**src/design/drt_pkg.sv**
```systemverilog
package drt_pkg;

  localparam int ACTION_W = 2;
  localparam int ADDR_W   = 3;
  localparam int BYTE_W   = 8;
  localparam int CTRL_W   = 3;
  localparam int CPHASE_W = 10;

  // item kinds
  localparam logic [ACTION_W-1:0] ACT_TICK  = 2'd0;
  localparam logic [ACTION_W-1:0] ACT_READ  = 2'd1;
  localparam logic [ACTION_W-1:0] ACT_WRITE = 2'd2;

  // register offsets
  localparam logic [ADDR_W-1:0] ADDR_DIV  = 3'd0;
  localparam logic [ADDR_W-1:0] ADDR_CNT  = 3'd1;
  localparam logic [ADDR_W-1:0] ADDR_MOD  = 3'd2;
  localparam logic [ADDR_W-1:0] ADDR_CTRL = 3'd3;

  localparam int CTRL_EN_BIT = 2;

  // counter periods in ticks, by control select code
  localparam logic [1:0] SEL_1024 = 2'd0;
  localparam logic [1:0] SEL_16   = 2'd1;
  localparam logic [1:0] SEL_64   = 2'd2;
  localparam logic [1:0] SEL_256  = 2'd3;

  typedef struct packed {
    logic [ACTION_W-1:0] action;
    logic [ADDR_W-1:0]   reg_addr;
    logic [BYTE_W-1:0]   write_data;
  } item_t;

  typedef struct packed {
    logic [BYTE_W-1:0] read_data;
    logic              timer_irq;
    logic              bad_address;
  } result_t;

  // handshake between the input stage and the result stage
  typedef struct packed {
    logic take;   // item moves on this cycle
  } stage_ctl_t;

  // last phase value before the counter steps
  function automatic logic [CPHASE_W-1:0] period_last(input logic [1:0] sel);
    logic [CPHASE_W-1:0] last;
    unique case (sel)
      SEL_1024: last = CPHASE_W'(1024 - 1);
      SEL_16:   last = CPHASE_W'(16 - 1);
      SEL_64:   last = CPHASE_W'(64 - 1);
      SEL_256:  last = CPHASE_W'(256 - 1);
      default:  last = CPHASE_W'(1024 - 1);
    endcase
    return last;
  endfunction

endpackage

```
**src/design/drt_in_reg.sv**
```systemverilog
module drt_in_reg (
  input  logic               clk,
  input  logic               rst,
  input  logic               in_valid,
  output logic               in_stall,
  input  drt_pkg::item_t     item_in,
  input  logic               down_free,
  output drt_pkg::stage_ctl_t ctl,
  output drt_pkg::item_t     item_q
);

  logic full;
  logic take;
  logic load;

  assign take     = full && down_free;
  assign in_stall = full && !down_free;
  assign load     = in_valid && !in_stall;

  assign ctl.take = take;

  always_ff @(posedge clk) begin
    if (rst) begin
      full <= 1'b0;
    end else if (load) begin
      full <= 1'b1;
    end else if (take) begin
      full <= 1'b0;
    end
  end

  always_ff @(posedge clk) begin
    if (load) begin
      item_q <= item_in;
    end
  end

endmodule

```
**src/design/drt_core.sv**
```systemverilog
module drt_core #(
  parameter int DIVIDER_PERIOD = 256
) (
  input  logic                clk,
  input  logic                rst,
  input  drt_pkg::stage_ctl_t ctl,
  input  drt_pkg::item_t      item,
  output drt_pkg::result_t    result
);

  localparam int DPHASE_W = (DIVIDER_PERIOD > 2) ? $clog2(DIVIDER_PERIOD) : 1;
  localparam logic [DPHASE_W-1:0] DPHASE_LAST = DPHASE_W'(DIVIDER_PERIOD - 1);

  logic [drt_pkg::BYTE_W-1:0]   div_value, div_value_next;
  logic [DPHASE_W-1:0]          div_phase, div_phase_next;
  logic [drt_pkg::BYTE_W-1:0]   cnt_value, cnt_value_next;
  logic [drt_pkg::BYTE_W-1:0]   mod_value, mod_value_next;
  logic [drt_pkg::CTRL_W-1:0]   ctrl, ctrl_next;
  logic [drt_pkg::CPHASE_W-1:0] cnt_phase, cnt_phase_next;
  logic                         is_access;
  logic                         bad;

  assign is_access = (item.action == drt_pkg::ACT_READ) || (item.action == drt_pkg::ACT_WRITE);
  assign bad       = item.reg_addr[drt_pkg::ADDR_W-1];

  always_comb begin
    div_value_next     = div_value;
    div_phase_next     = div_phase;
    cnt_value_next     = cnt_value;
    mod_value_next     = mod_value;
    ctrl_next          = ctrl;
    cnt_phase_next     = cnt_phase;
    result.read_data   = '0;
    result.timer_irq   = 1'b0;
    result.bad_address = is_access && bad;

    if (item.action == drt_pkg::ACT_TICK) begin
      // divider runs free
      if (div_phase == DPHASE_LAST) begin
        div_phase_next = '0;
        div_value_next = div_value + 8'd1;
      end else begin
        div_phase_next = div_phase + DPHASE_W'(1);
      end
      // counter steps only while enabled
      if (ctrl[drt_pkg::CTRL_EN_BIT]) begin
        if (cnt_phase == drt_pkg::period_last(ctrl[1:0])) begin
          cnt_phase_next = '0;
          if (cnt_value == 8'hFF) begin
            cnt_value_next   = mod_value;
            result.timer_irq = 1'b1;
          end else begin
            cnt_value_next = cnt_value + 8'd1;
          end
        end else begin
          cnt_phase_next = cnt_phase + drt_pkg::CPHASE_W'(1);
        end
      end
    end else if (is_access && !bad) begin
      if (item.action == drt_pkg::ACT_READ) begin
        unique case (item.reg_addr)
          drt_pkg::ADDR_DIV:  result.read_data = div_value;
          drt_pkg::ADDR_CNT:  result.read_data = cnt_value;
          drt_pkg::ADDR_MOD:  result.read_data = mod_value;
          drt_pkg::ADDR_CTRL: result.read_data = {5'd0, ctrl};
          default:            result.read_data = '0;
        endcase
      end else begin
        unique case (item.reg_addr)
          drt_pkg::ADDR_DIV: div_value_next = '0;
          drt_pkg::ADDR_CNT: cnt_value_next = item.write_data;
          drt_pkg::ADDR_MOD: mod_value_next = item.write_data;
          drt_pkg::ADDR_CTRL: begin
            ctrl_next      = item.write_data[drt_pkg::CTRL_W-1:0];
            cnt_phase_next = '0;
          end
          default: ;
        endcase
      end
    end
  end

  always_ff @(posedge clk) begin
    if (rst) begin
      div_value <= '0;
      div_phase <= '0;
      cnt_value <= '0;
      mod_value <= '0;
      ctrl      <= '0;
      cnt_phase <= '0;
    end else if (ctl.take) begin
      div_value <= div_value_next;
      div_phase <= div_phase_next;
      cnt_value <= cnt_value_next;
      mod_value <= mod_value_next;
      ctrl      <= ctrl_next;
      cnt_phase <= cnt_phase_next;
    end
  end

endmodule

```
**src/design/drt_out_reg.sv**
```systemverilog
module drt_out_reg (
  input  logic                clk,
  input  logic                rst,
  input  drt_pkg::stage_ctl_t ctl,
  input  drt_pkg::result_t    result_in,
  output logic                down_free,
  output logic                out_valid,
  input  logic                out_stall,
  output drt_pkg::result_t    result_q
);

  logic full;

  assign down_free = !full || !out_stall;
  assign out_valid = full;

  always_ff @(posedge clk) begin
    if (rst) begin
      full <= 1'b0;
    end else if (ctl.take) begin
      full <= 1'b1;
    end else if (!out_stall) begin
      full <= 1'b0;
    end
  end

  always_ff @(posedge clk) begin
    if (ctl.take) begin
      result_q <= result_in;
    end
  end

endmodule

```
**src/design/divider_and_reload_timer_top.sv**
```systemverilog
// Path: an item passes the input register, then the result register; the
//   register update lands with the result.
// Throughput: one item per cycle, set by the single-pass update between the
//   two registers; stalls on the result side back up through the input stage.
// Reset: synchronous, active high; clears divider, counter, modulo, control
//   and both phase counters, and empties both stages.
module divider_and_reload_timer_top #(
  parameter int DIVIDER_PERIOD = 256
) (
  input  logic       clk,
  input  logic       rst,
  // input channel
  input  logic       in_valid,
  output logic       in_stall,
  input  logic [1:0] action,
  input  logic [2:0] reg_addr,
  input  logic [7:0] write_data,
  // result channel
  output logic       out_valid,
  input  logic       out_stall,
  output logic [7:0] read_data,
  output logic       timer_irq,
  output logic       bad_address
);

  drt_pkg::item_t      item_in;
  drt_pkg::item_t      item_q;
  drt_pkg::stage_ctl_t ctl;
  drt_pkg::result_t    result_comb;
  drt_pkg::result_t    result_q;
  logic                down_free;

  // Gather the input fields into one item.
  assign item_in.action     = action;
  assign item_in.reg_addr   = reg_addr;
  assign item_in.write_data = write_data;

  // Input register: hold one item while the result side is stalled, so a
  // new transfer is taken whenever the result register can move on.
  drt_in_reg u_in (
    .clk       (clk),
    .rst       (rst),
    .in_valid  (in_valid),
    .in_stall  (in_stall),
    .item_in   (item_in),
    .down_free (down_free),
    .ctl       (ctl),
    .item_q    (item_q)
  );

  // Timer state and the single-pass update: advance the divider, and the counter
  // while enabled, on a tick; serve reads and writes to valid addresses otherwise.
  drt_core #(
    .DIVIDER_PERIOD (DIVIDER_PERIOD)
  ) u_core (
    .clk    (clk),
    .rst    (rst),
    .ctl    (ctl),
    .item   (item_q),
    .result (result_comb)
  );

  // Result register: hold the finished result until the transfer completes.
  drt_out_reg u_out (
    .clk       (clk),
    .rst       (rst),
    .ctl       (ctl),
    .result_in (result_comb),
    .down_free (down_free),
    .out_valid (out_valid),
    .out_stall (out_stall),
    .result_q  (result_q)
  );

  assign read_data   = result_q.read_data;
  assign timer_irq   = result_q.timer_irq;
  assign bad_address = result_q.bad_address;

endmodule

```
**config.mk**
```make
export PLATFORM = sky130hd
export DESIGN_NAME = divider_and_reload_timer_top
export DESIGN_NICKNAME = d
export VERILOG_FILES = /design/src/design/drt_pkg.sv /design/src/design/drt_in_reg.sv /design/src/design/drt_core.sv /design/src/design/drt_out_reg.sv /design/src/design/divider_and_reload_timer_top.sv
export SDC_FILE = /design/constraint.sdc
export NUM_CORES = 1
export LEC_CHECK = 0
export BUFFER_PORTS_ARGS = -buffer_cell sky130_fd_sc_hd__buf_2
export CORE_MARGIN = 2
export CORE_UTILIZATION = 64
export DETAILED_ROUTE_END_ITERATION = 16
export PLACE_DENSITY = 0.94
export SLEW_MARGIN = 20
export SYNTH_ARGS = -nofsm -noshare
export SYNTH_HDL_FRONTEND = slang
export SYNTH_HIERARCHICAL = 1
export SYNTH_SLANG_ARGS = --single-unit
```
**constraint.sdc**
```tcl
create_clock -name clk -period 6.09 [get_ports clk]
set_input_delay 1.218 -clock clk [delete_from_list [all_inputs] [get_ports clk]]
set_output_delay 1.218 -clock clk [all_outputs]
set_load 0.05 [all_outputs]
```
# Yosys cells after proc, flatten, opt, wreduce, memory -nomap -nowiden
# Cells that the tools add are included.
# W data, S select, Z words.
[word_totals]
register_bits = 70
input_bits = 17
out_inout_bits = 12
wordCells = 93
[classes]
addsub = 4
n_eq_ne = 16
n_mux = 28
n_bitwise = 3
n_reduce_logical = 28
[ops]
columns = ["cell", "n"]
rows = [
  ["$mux W8", 13],
  ["$mux W10", 8],
  ["$pmux W10 S4", 1],
  ["$pmux W8 S4", 1],
  ["$add A8 B1 Y8 const B", 3],
  ["$reduce_and A5 Y1", 4],
  ["$eq A8 B8 Y1 const B", 2],
  ["$add A10 B1 Y10 const B", 1],
  ["$eq A10 B10 Y1", 1],
  ["$reduce_bool A2 Y1", 5],
  ["$eq A2 B2 Y1 const B", 3],
  ["$eq A3 B2 Y1 const B", 2],
  ["$ne A2 B2 Y1 const B", 3],
  ["$reduce_and A6 Y1", 1],
  ["$logic_and A1 B1 Y1", 5],
  ["$logic_not A1 Y1", 5],
  ["$mux W1", 5],
  ["$eq A2 B1 Y1 const B", 2],
  ["$logic_not A2 Y1", 2],
  ["$ne A2 B1 Y1 const B", 2],
  ["$eq A3 B1 Y1 const B", 1],
  ["$logic_not A3 Y1", 1],
  ["$not A1 Y1", 3],
  ["$reduce_and A3 Y1", 1],
  ["3 further kinds", 4],
]

# Logic depth before layout (Yosys ltp)
# Gate-level depths: netlist (run 1).
[depth]
ltp_word = 8
mapped_depth = 8
ltp_nobuf = 7

# Hierarchy
# The synthesis (run 1) kept the hierarchy.
[modules_own_cells]
columns = ["mod", "instances", "cells_each", "area_each_um2", "seq_area_each_um2"]
rows = [
  ["drt_core", 1, 332, 2703.8, 900.9],
  ["drt_in_reg", 1, 18, 446.7, 410.4],
  ["drt_out_reg", 1, 14, 332.8, 320.3],
]

# Worst setup path after synthesis (run 1)
# Ideal clock, no wire load.
[synth_path]
kind = "input port to flip-flop"
start = "input out_stall"
end = "register u_core/cnt_phase[8] in the netlist's numbering"
setup_ns = 0.070
t_arrival_ns = 2.846
required_time_ns = 6.020
path_slack_ns = 3.174
path_stages = 6
n_path_buf = 0
path_cell_list = "nand2_1 -> and2_1 -> o221ai_1 -> or3_1 -> or4_1 -> a21oi_1"
[synth_via]
elab_chain_cells = 4
[synth_rtl]
columns = ["element", "line", "text"]
rows = [
  ["start: declaration", "divider_and_reload_timer_top.sv:20", "input logic out_stall,"],
  ["$logic_not A1 Y1", "drt_out_reg.sv:14", "assign down_free = !full || !out_stall;"],
  ["$logic_or A1 B1 Y1", "drt_out_reg.sv:14", ""],
  ["$logic_and A1 B1 Y1", "drt_in_reg.sv:16", "assign take = full && down_free;"],
  ["via ctl", "divider_and_reload_timer_top.sv:28", "drt_pkg::stage_ctl_t ctl;"],
  ["$reduce_and A5 Y1 (no line)", "--", ""],
  ["end signal: assignment", "drt_core.sv:97", "cnt_phase <= cnt_phase_next;"],
  ["end: declaration", "drt_core.sv:19", "logic [drt_pkg::CPHASE_W-1:0] cnt_phase, cnt_phase_next;"],
]
# The timed path passes the listed nets, and every way through them passes these cells.
# A chain may end at the register's enable or synchronous reset.

# Worst setup path in the final report (run 1)
[layout_path]
start = "input out_stall"
end = "register u_core/cnt_phase[8] in the netlist's numbering"
[layout_via]
elab_chain_cells = 4
[layout_rtl]
columns = ["element", "line", "text"]
rows = [
  ["$logic_not A1 Y1", "drt_out_reg.sv:14", ""],
  ["$logic_or A1 B1 Y1", "drt_out_reg.sv:14", ""],
  ["via down_free", "divider_and_reload_timer_top.sv:31", "logic down_free;"],
  ["$logic_and A1 B1 Y1", "drt_in_reg.sv:16", ""],
  ["via ctl", "divider_and_reload_timer_top.sv:28", ""],
  ["$reduce_and A5 Y1 (no line)", "--", ""],
]
# The timed path passes the listed nets, and every way through them passes these cells.

==> metrics.md, run 1 <==
| Metric | Value |
|---|---|
| Ports | `29` |
| Die height | `77.8 µm` |
| Nets | `416` |
| Routed vias | `2932` |
| CTS sink count | `70` |
| Period utilisation layout | `56.4%` |
| P_leak | `1.41 nW` |
| Row cnt | `26` |
| Largest net degree at the start of global routing | `29` |
| CP max-delay cell | `o221ai_1` |
| Share of the synthesized area in the top cell type | `27.0%` |
| Worst R2R End | `u_core/cnt_phase[8]` |
| Final hold violation count | `0` |
| Total wire length | `7880 µm` |
| Die ar. | `0.00605 mm²` |
| Relative slew slack | `34.8%` |
| Power density cells | `244 mW/mm²` |
| Max incr delay on CP | `0.60 ns` |
| Initial DRC count | `379` |
| Compound-Gate Fraction of Synth Area | `10.6%` |
| Synth Area in XOR/XNOR | `4.78%` |
| Core area | `0.00517 mm²` |
| Total track usage | `27.8%` |
| Clock skew | `0.0114 ns` |
| Number of flops mapped to enable cells by yosys | `23` |
| CTS Buffer Depth | `2` |
| First-pass DRT Iterations | `7` |
| Worst Setup End Kind | `flip-flop` |
| Final count of negative-setup-slack endpoints | `0` |
| Peak supply drop | `0.000160 V` |
| Die Wd | `77.8 µm` |
| Area leader, netlist | `dfxtp_1` |
| Post-route cell area | `0.00387 mm²` |
| Drc violations | `0` |
| Clock-pin transition on the worst setup and hold timing paths | `0.07 ns` |
| Hold Buf Count CTS | `0` |
| Routed wire length per instance | `16.9 µm` |
| Post-Synth Adder-Cell Area | `2.87%` |
| Via density | `6.29` |
| WHS Endpoint | `u_core/div_phase[1]` |
| Starting Density | `67.3%` |
| Hold_sp | `u_core/div_phase[1]` |
| Slew Viols, Final | `0` |
| Worst-path cell chain | `buf_2 -> nand2_1 -> and2_1 -> o221ai_1 -> or3_1 -> or4_1 -> a21oi_1` |
| Worst Tran Pin Value | `0.978 ns` |
| Filler instances | `343` |
| Worst R2R Path Depth | `7` |
| Post-Syn Area | `0.00348 mm²` |
| GR Overflow Total | `0` |
| Post-CTS Setup Inserts | `0` |
| Achievable Freq | `291 MHz` |
| Warnings from Yosys | `6` |
| Critical Path Fanout Max | `15` |
| Number of global-route vias before repair | `2807` |
| R2R setup slack | `2.88 ns` |
| Syn Nets | `389` |
| First-pass GRT wire length | `13000 µm` |
| Initial antenna violation count | `0` |
| Antenna Violating Nets Remaining | `0` |
| CP delay by family, top | `simple AND/OR/NAND/NOR gates` |
| Hold Crit Depth | `2` |
| Clock root buffer | `clkbuf_8` |
| Commonest non-fill, non-tap cell in the layout | `nor2_1` |
| Post-CTS Resized | `0` |
| Setup_tns | `0 ns` |
| H-tree levels | `3` |
| Num CTS Buffers | `9` |
| CP bufs+invs | `1` |
| Total Power | `0.946 mW` |
| Unrepaired setup endpoints after global routing | `false` |
| Post-Syn Instances | `364` |
| Dpl cell area | `0.00366 mm²` |
| Top FF cell, synth | `dfxtp_1` |
| FF+latch count, synth | `70` |
| Critical R2R Launch | `u_in/item_q[12]` |
| Simple-gate share of the synthesized area | `23.6%` |
| CTS tree | `done` |
| Main combinational cell family by area after synthesis | `simple AND/OR/NAND/NOR gates` |
| N_diodes | `0` |
| Hold Crit Class | `reg -> reg` |
| Critical path type | `in -> reg` |
| Status | `finished, final reports clean` |
| Top post-synthesis cells by area | `dfxtp_1 (27%), edfxtp_1 (20%), nor2_1 (6.3%), mux2i_1 (6.0%), xnor2_1 (3.0%)` |
| Worst EP arrival | `3.72 ns` |
| Synth-to-layout area growth | `11.2%` |
| RePlAce Congestion | `0.872` |
| # port buffers | `28` |
| Final HPWL DP | `5270 µm` |
| Layout cells sized above 1 | `14.9%` |
| Synth Area per Inst | `9.57 µm²` |
| Worst EP required | `6.37 ns` |
| Clock Latency Late Sink | `0.35 ns` |
| Async set or reset register ratio after synthesis | `0%` |
| Nature of the critical path startpoint | `input port` |
| Mux cell area share after synthesis | `8.30%` |
| Most frequent cells in the layout | `nor2_1 (58), dfxtp_1 (47), buf_2 (28)` |
| Crit path time final | `3.44 ns` |
| Synth cell types | `57` |
| Maximum capacitance violations | `0` |
| Sequential fraction of the synthesis area | `46.8%` |
-- cells in the mapped netlist, drive strengths merged (9+ instances only) --
cell and count:
inv 9, nor2 59, dfxtp 47, nand3 19, a21oi 15, nand2 23, clkbuf 9, nand4 12
nor2b 9, mux2i 21, o21ai 16, xnor2 12, edfxtp 23
-- power by group --
part / leakage (nW) / switching (mW) / total (mW) / internal (mW)
Sequential: 0.606 / 0.00924 / 0.501 / 0.491
Combinational: 0.697 / 0.0378 / 0.0558 / 0.0181
Clock: 0.109 / 0.167 / 0.389 / 0.222
-- layer usage --
metal	global-route usage, %	routed length, µm	vias up
met4	12.0	226	0
met1	34.7	3270	1369
met5	0	0	-
li1	-	-	1367
met2	45.3	3740	165
met3	7.56	650	31
-- state kept, by name, summed over array words and instances (netlist names) --
name              count
u_core/cnt_phase     10
u_core/cnt_value      8
u_core/ctrl           3
u_core/div_phase      8
u_core/div_value      8
u_core/mod_value      8
u_in/full             1
u_in/item_q          13
u_out/out_valid       1
u_out/result_q       10
-- per-stage QoR --
stage	hold slack, ns	cells	worst slack [ns]	utilization [%]
2_1_floorplan	0.453	364	3.17	-
3_3_place_gp	0.462	450	2.47	70.8
3_5_place_dp	0.482	450	2.33	70.8
4_1_cts	0.492	466	2.69	74.9
5_1_grt	0.528	466	2.51	74.9
6_report	0.497	466	2.65	74.9
-- worst max path at each step --
stage                   start             endpoint  slack, ns  cells past startpoint
finish              out_stall  u_core/cnt_phase[8]       2.65                      7
global route        out_stall  u_core/cnt_phase[8]       2.51                      7
CTS                 out_stall  u_core/cnt_phase[8]       2.69                      7
detailed placement  out_stall  u_core/cnt_phase[8]       2.33                      7
global placement    out_stall  u_core/cnt_phase[8]       2.47                      7
floorplan           out_stall  u_core/cnt_phase[8]       3.17                      6
-- cell families after synthesis --
kind of cell,Yosys count
multiplexers,25
AND/OR/NAND/NOR,161
adder cells (fa/ha/maj),8
flip-flops,70
buffers and inverters,25
XOR/XNOR,19
AO/OA/AOI/OAI,56
-- worst reg2reg max path: cells and delay by family (launching register included) --
family	cells	cell delay, ns
adder cells (fa/ha/maj)	1	0.77
buffers and inverters	1	0.11
flip-flops	1	0.42
AND/OR/NAND/NOR	3	1.28
AO/OA/AOI/OAI	2	0.58
-- area by class of cell --
class | instances | area, µm² | area share [%]
Multi-Input combinational cell | 269 | 1750 | 45.1
Sequential cell | 70 | 1630 | 42.1
Clock buffer | 12 | 166 | 4.30
Timing Repair Buffer | 30 | 155 | 4.01
Tap cell | 70 | 87.6 | 2.26
Clock inverter | 4 | 43.8 | 1.13
Inverter | 11 | 41.3 | 1.07
(Power assumes the default switching activity.)
==> run 2: changes to the inputs <==
Settings changed: ABC_AREA set to 1, CORE_UTILIZATION 64 to 60, PLACE_DENSITY 0.94 to 0.89.
Clock period 6.09 ns to 3.34 ns, I/O delays scaled along.
==> run 2 against run 1 <==
Hold slack worse by 0.0056 ns. Largest cell class unchanged. Flip-flop and latch count stayed put. Setup slack worse by 1.6 ns. Via count is 16% higher. Design area is 8.0% higher. First-iteration DRC count is 12% higher. Power is 91% higher. Critical path depth is 5 higher. Synthesized area is 8.4% higher. Routed wire length is 5.0% higher.
==> metrics.md, run 2 <==
| Metric | Value |
|---|---|
| N_diodes | `0` |
| GR Overflow Total | `0` |
| Via density | `5.51` |
| Num CTS Buffers | `9` |
| Post-CTS Setup Inserts | `0` |
| Die ar. | `0.00694 mm²` |
| Logic gate share of total power | `7.5%` |
| Largest net degree at the start of global routing | `26` |
| Power density cells | `432 mW/mm²` |
| CTS tree | `done` |
| Antenna Violating Nets Remaining | `0` |
| Initial DRC count | `424` |
| Critical path type | `in -> reg` |
| Synth-to-layout area growth | `10.8%` |
| Status | `finished, final reports clean` |
| Row cnt | `28` |
| Top cells by count, synth | `nand2_1 (119), nor2_1 (76), inv_1 (58), dfxtp_1 (47), a21oi_1 (28)` |
| Critical Path Fanout Max | `13` |
| First-pass GRT wire length | `13900 µm` |
| P_leak | `1.77 nW` |
| Top FF cell, synth | `dfxtp_1` |
| Int Pwr | `1.37 mW` |
| Sequential fraction of the synthesis area | `43.2%` |
| Final hold violation count | `0` |
| Final instance count without filler cells | `616` |
| Number of flops mapped to enable cells by yosys | `23` |
| Commonest non-fill, non-tap cell in the layout | `nand2_1` |
| Die Wd | `83.3 µm` |
| Routed vias | `3394` |
| Clock power frac | `42.0%` |
| Initial antenna violation count | `0` |
| Achievable Freq | `446 MHz` |
| Total wire length | `8280 µm` |
| Core area | `0.00599 mm²` |
| Unrepaired setup endpoints after global routing | `false` |
| Layout cells sized above 1 | `17.0%` |
| WHS Endpoint | `u_core/div_value[4]` |
| Number of global-route vias before repair | `3097` |
| NetSw | `0.435 mW` |
| Hold Buf Count CTS | `0` |
| Top Registers | `u_in/item_q: 13 flops, u_core/cnt_phase: 10 flops, u_out/result_q: 10 flops` |
| Clock root buffer | `clkbuf_8` |
| Synth Area per Inst | `7.50 µm²` |
| Starting Density | `63.0%` |
| Warnings from Yosys | `6` |
| R2R setup slack | `1.20 ns` |
| Most frequent CP cell | `inv_1` |
| Worst-path cell chain | `buf_2 -> nand2_2 -> nand2_1 -> inv_1 -> inv_1 -> a21oi_1 -> nand2_2 -> nor2_4 -> nand2_1 -> o21ai_0 -> inv_1 -> nor2_1` |
| Hold Crit Depth | `2` |
| Critical R2R Launch | `u_out/out_valid` |
| H-tree levels | `3` |
| Worst R2R Path Depth | `11` |
| Share of the synthesized area in the top cell type | `24.9%` |
| Final Util | `69.8%` |
| Maximum capacitance violations | `0` |
| Syn Nets | `528` |
| Worst Tran Pin Value | `0.652 ns` |
| Beginning of the critical path | `out_stall` |
| Peak supply drop | `0.000365 V` |
| Max incr delay on CP | `0.42 ns` |
| Synth cell types | `41` |
| Period utilisation layout | `67.1%` |
| Worst R2R End | `u_core/cnt_phase[6]` |
| Total Power | `1.81 mW` |
| RePlAce Congestion | `0.868` |
| # port buffers | `28` |
| Die height | `83.3 µm` |
| Post-Syn Instances | `503` |
| Post-CTS Resized | `0` |
| Worst EP arrival | `2.53 ns` |
| Relative slew slack | `56.5%` |
| Routed wire length per instance | `13.4 µm` |
| Post-Syn Area | `0.00377 mm²` |
| Nets | `561` |
| Setup_tns | `0 ns` |
| Filler instances | `450` |
| Crit path time final | `2.24 ns` |
| Clock skew | `0.00717 ns` |
| Flop pwr share | `50.5%` |
| Drc violations | `0` |
| Worst EP required | `3.63 ns` |
| FF+latch count, synth | `70` |
| CTS Buffer Depth | `2` |
| Clock-pin transition on the worst setup and hold timing paths | `0.08 ns` |
| Max reg flops | `13` |
| Total track usage | `24.7%` |
| Hold_sp | `u_core/div_value[4]` |
| First-pass DRT Iterations | `7` |
| CP max-delay cell | `inv_1` |
| Async set or reset register ratio after synthesis | `0%` |
| Ports | `29` |
| Worst Setup End Kind | `flip-flop` |
| Hold Crit Class | `reg -> reg` |
| CTS sink count | `70` |
| Placed Cells | `600` |
| Reg with most FFs | `u_in/item_q` |
| Area leader, netlist | `dfxtp_1` |
| Nature of the critical path startpoint | `input port` |
| Final count of negative-setup-slack endpoints | `0` |
| Final HPWL DP | `6000 µm` |
| Most common cell in the synthesized netlist | `nand2_1` |
| Switching Fraction | `24.0%` |
| Slew Viols, Final | `0` |
| Clock Latency Late Sink | `0.35 ns` |
| Most frequent cells in the layout | `nand2_1 (119), nor2_1 (76), inv_1 (58)` |
| Top post-synthesis cells by area | `dfxtp_1 (25%), edfxtp_1 (18%), nand2_1 (12%), nor2_1 (7.6%), inv_1 (5.8%)` |
[run 2: cell types whose count changed after synthesis, moves of 5 or more]
| cell | before | now |
|---|---|---|
| nand3_1 | 19 | 26 |
| inv_1 | 9 | 58 |
| a21oi_1 | 15 | 28 |
| inv_2 | 0 | 7 |
| and3_1 | 5 | 0 |
| nor2_1 | 58 | 76 |
| clkbuf_1 | 9 | 4 |
| o21ai_0 | 14 | 23 |
| nand2_2 | 0 | 17 |
| nor2b_1 | 8 | 0 |
| xnor2_1 | 12 | 2 |
| a31oi_1 | 5 | 0 |
| nand2_1 | 23 | 119 |
| mux2i_1 | 21 | 0 |
[run 2: layer usage]
| layer | share of wire, % | up-vias | global-route usage, % |
|---|---|---|---|
| met3 | 6.9 | 22 | 3.98 |
| met4 | 1.8 | 0 | 10.6 |
| met5 | 0 | - | 0 |
| met1 | 43 | 1526 | 33.1 |
| met2 | 48 | 160 | 39.7 |
| li1 | - | 1686 | - |
[run 2: area by class of cell]
class	instances	area (µm²)	share of cell area, %
flip-flops and latches	70	1630	39.0
clock buffers	10	138	3.29
well taps	75	93.8	2.24
inverters	68	259	6.19
repair buffers	30	155	3.71
clock inverters	6	85.1	2.03
multi-input cells	357	1820	43.5
[run 2: worst max-delay path by stage]
stage                     slack [ns]             endpoint
after global routing            0.85  u_core/cnt_phase[6]
after global placement          0.93  u_core/cnt_phase[6]
after floorplan                 1.33  u_core/cnt_phase[3]
after CTS                       1.12  u_core/cnt_phase[6]
after detailed placement        0.76  u_core/cnt_phase[6]
final                           1.10  u_core/cnt_phase[6]
[run 2: power groups by stage]
stage,logic (mW),clock network (mW),registers (mW)
6_report,0.135,0.760,0.914
5_1_grt,0.147,0.815,0.916
4_1_cts,0.134,0.766,0.914
3_5_place_dp,0.133,0,0.933
3_3_place_gp,0.130,0,0.932
2_1_floorplan,0.0804,0,0.949
[run 2: logic make-up after synthesis]
logic type / count (synthesis) / share of synthesized area (%)
simple gates: 273 / 33.2
compound gates: 66 / 10.1
buf+inv: 76 / 8.52
flops: 70 / 43.2
xor+xnor: 10 / 2.32
fa+ha+maj: 8 / 2.65
[run 2: stage by stage]
step           setup slack (ns)  instance area (µm²)  hold WS [ns]
2_1_floorplan              1.33                 3770         0.458
3_3_place_gp              0.934                 3960         0.467
3_5_place_dp              0.762                 3960         0.481
4_1_cts                    1.12                 4180         0.484
5_1_grt                   0.848                 4180         0.481
6_report                   1.10                 4180         0.491
[run 2: critical path: cells and delay by family]
family / cells / cell delay [ns]
buffers and inverters: 4 / 0.71
AOI/OAI and AO/OA: 2 / 0.36
and+or+nand+nor: 6 / 0.79
==> run 3: changes to the inputs <==
Settings changed: ABC_AREA 1 to 0, CORE_UTILIZATION 60 to 54, PLACE_DENSITY 0.89 to 0.85.
Clock period 3.34 ns to 1.95 ns, I/O delays scaled along.
==> run 3 against run 2 <==
The run now ends with setup timing left. Combinational power grew 83%. Largest cell class unchanged. Sequential power grew 70%. Critical endpoint is now u_core/cnt_phase[8]. First-iteration DRC count shrank 16%. Largest power group unchanged.
==> metrics.md, run 3 (synthesized netlist as in run 1, its figures left out) <==
| Metric | Value |
|---|---|
| Status | `finished with violations` |
| Failing checks | `setup timing` |
| Final hold violation count | `0` |
| Slew Viols, Final | `0` |
| GR Overflow Total | `0` |
| Num CTS Buffers | `9` |
| Hold Buf Count CTS | `0` |
| CTS sink count | `70` |
| First-pass DRT Iterations | `5` |
| Routed wire length per instance | `17.5 µm` |
| Nature of the critical path startpoint | `flip-flop` |
| Worst EP arrival | `2.27 ns` |
| Hold_sp | `write_data[1]` |
| Final count of negative-setup-slack endpoints | `1` |
| Final HPWL DP | `6050 µm` |
| Die ar. | `0.00711 mm²` |
| Met2 WL | `4270 µm` |
| Ports | `29` |
| Clock-pin transition on the worst setup and hold timing paths | `0.08 ns` |
| Hold Crit Class | `in -> reg` |
| Area occupied by multi-input gates | `0.00184 mm²` |
| Top Registers | `u_in/item_q: 13 flops, u_core/cnt_phase: 10 flops, u_out/result_q: 10 flops` |
| Setup WS post-layout | `-0.0228 ns` |
| Worst-path cell chain | `inv_2 -> ha_4 -> and4bb_1 -> o221ai_2 -> or3_1 -> or4_4 -> a21oi_2` |
| Crit path time final | `1.97 ns` |
| Top Metal Used | `met4` |
| CP bufs+invs | `1` |
| Switching Fraction | `25.3%` |
| Nets | `452` |
| Post-route cell area | `0.00427 mm²` |
| Antenna Violating Nets Remaining | `0` |
| Via density | `6.20` |
| H-tree levels | `3` |
| Logic gate share of total power | `8.4%` |
| Metal-1 WL | `3550 µm` |
| Placed Cells | `487` |
| NetSw | `0.741 mW` |
| Starting Density | `55.5%` |
| Commonest non-fill, non-tap cell in the layout | `nor2_1` |
| Critical R2R Launch | `u_in/item_q[11]` |
| Reg with most FFs | `u_in/item_q` |
| Beginning of the critical path | `u_in/item_q[11]` |
| Filler instances | `463` |
| CTS Buffer Depth | `2` |
| Clock root buffer | `clkbuf_8` |
| Drc violations | `0` |
| Clock Latency Late Sink | `0.35 ns` |
| Worst Setup End Kind | `flip-flop` |
| Peak supply drop | `0.000604 V` |
| CP max-delay cell | `or4_4` |
| Max reg flops | `13` |
| Int Pwr | `2.19 mW` |
| N_diodes | `0` |
| Die Wd | `84.3 µm` |
| Routed vias | `3157` |
| Achievable Freq | `507 MHz` |
| Final instance count without filler cells | `509` |
| Flop pwr share | `53.1%` |
| Most frequent cells in the layout | `nor2_1 (55), dfxtp_1 (44), buf_4 (32)` |
| Largest net degree at the start of global routing | `28` |
| Die height | `84.3 µm` |
| # port buffers | `28` |
| Dpl cell area | `0.00393 mm²` |
| Max incr delay on CP | `0.42 ns` |
| Unrepaired setup endpoints after global routing | `true` |
| Total wire length | `8890 µm` |
| RePlAce Congestion | `0.904` |
| Final Util | `68.0%` |
| Core area | `0.00628 mm²` |
| Number of global-route vias before repair | `2903` |
| Critical path type | `reg -> reg` |
| Register area | `0.00164 mm²` |
| Clock power frac | `38.5%` |
| Layout cells sized above 1 | `27.5%` |
| Row cnt | `29` |
| Period utilisation layout | `101%` |
| CTS tree | `done` |
| Synth-to-layout area growth | `22.6%` |
| Maximum capacitance violations | `0` |
| First-pass GRT wire length | `13800 µm` |
| Power density cells | `685 mW/mm²` |
| Relative slew slack | `71.2%` |
| CP delay by family, top | `simple AND/OR/NAND/NOR gates` |
| Clock skew | `0.0110 ns` |
| P_leak | `1.64 nW` |
| Worst EP required | `2.24 ns` |
| Initial antenna violation count | `0` |
| Initial DRC count | `355` |
| DR WL met3 | `796 µm` |
| Critical Path Fanout Max | `3` |
| Worst Tran Pin Value | `0.429 ns` |
| Total track usage | `24.5%` |
==> run 3: cell types whose count changed in the layout (fill, tap and decap cells not counted), moves of 7 or more <==
cell     change
nand2_1     -96
o21ai_0     -10
xnor2_1     +10
inv_1       -52
a21oi_1     -14
nor2b_1      +7
buf_4       +30
nand2_2     -17
nand3_1      -7
nor2_1      -21
mux2i_1     +21
==> run 3: final cells by class <==
| class | instances | share of cell area, % |
|---|---|---|
| well taps | 77 | 2.26 |
| inverters | 11 | 0.967 |
| clock inverters | 5 | 0.937 |
| repair buffers | 66 | 10.9 |
| flip-flops and latches | 70 | 38.3 |
| clock buffers | 11 | 3.57 |
| multi-input cells | 269 | 43.1 |
==> run 3: path summary, 6_finish.rpt <==
| path | slack (ns) | depth (start not counted) | endpoint |
|---|---|---|---|
| max | -0.02 | 7 | u_core/cnt_phase[8] |
| min | 0.21 | 1 | u_in/item_q[1] |
| max reg2reg | -0.02 | 7 | u_core/cnt_phase[8] |
| min reg2reg | 0.50 | 2 | u_core/div_phase[1] |
==> run 3: metrics by stage <==
stage | hold WS, ns | power (mW) | worst slack, ns | setup TNS [ns]
floorplan | 0.453 | 1.72 | 0.00245 | 0
global placement | 0.464 | 1.80 | -0.0320 | -0.0320
detailed placement | 0.492 | 1.81 | -0.0906 | -0.212
CTS | 0.204 | 2.91 | 0.00153 | 0
global route | 0.193 | 3.01 | -0.130 | -0.269
finish | 0.209 | 2.93 | -0.0228 | -0.0228
==> run 3: timing repair <==
item,CTS,global route
setup endpoints to repair,22,34
resized for setup,7,26
buffers inserted,0,5
gates cloned,0,1
pin swaps,5,9
==> run 3: power groups by stage <==
stage	clock network (mW)	registers, mW	logic (mW)
final	1.13	1.55	0.247
after global routing	1.19	1.56	0.260
after CTS	1.13	1.55	0.224
after detailed placement	0	1.59	0.220
after global placement	0	1.58	0.213
after floorplan	0	1.61	0.108
==> run 3: per-layer routing <==
metal | global-route usage, % | vias to the layer above
li1 | - | 1437
met1 | 29.9 | 1493
met2 | 42.0 | 198
met3 | 5.70 | 29
met4 | 9.53 | 0
met5 | 0 | -
==> run 3: worst register-to-register path: stages, from the launching register on <==
cell      delay (ns)
edfxtp_1        0.37
inv_2           0.05
ha_4            0.16
and4bb_1        0.29
o221ai_2        0.13
or3_1           0.37
or4_4           0.42
a21oi_2         0.12
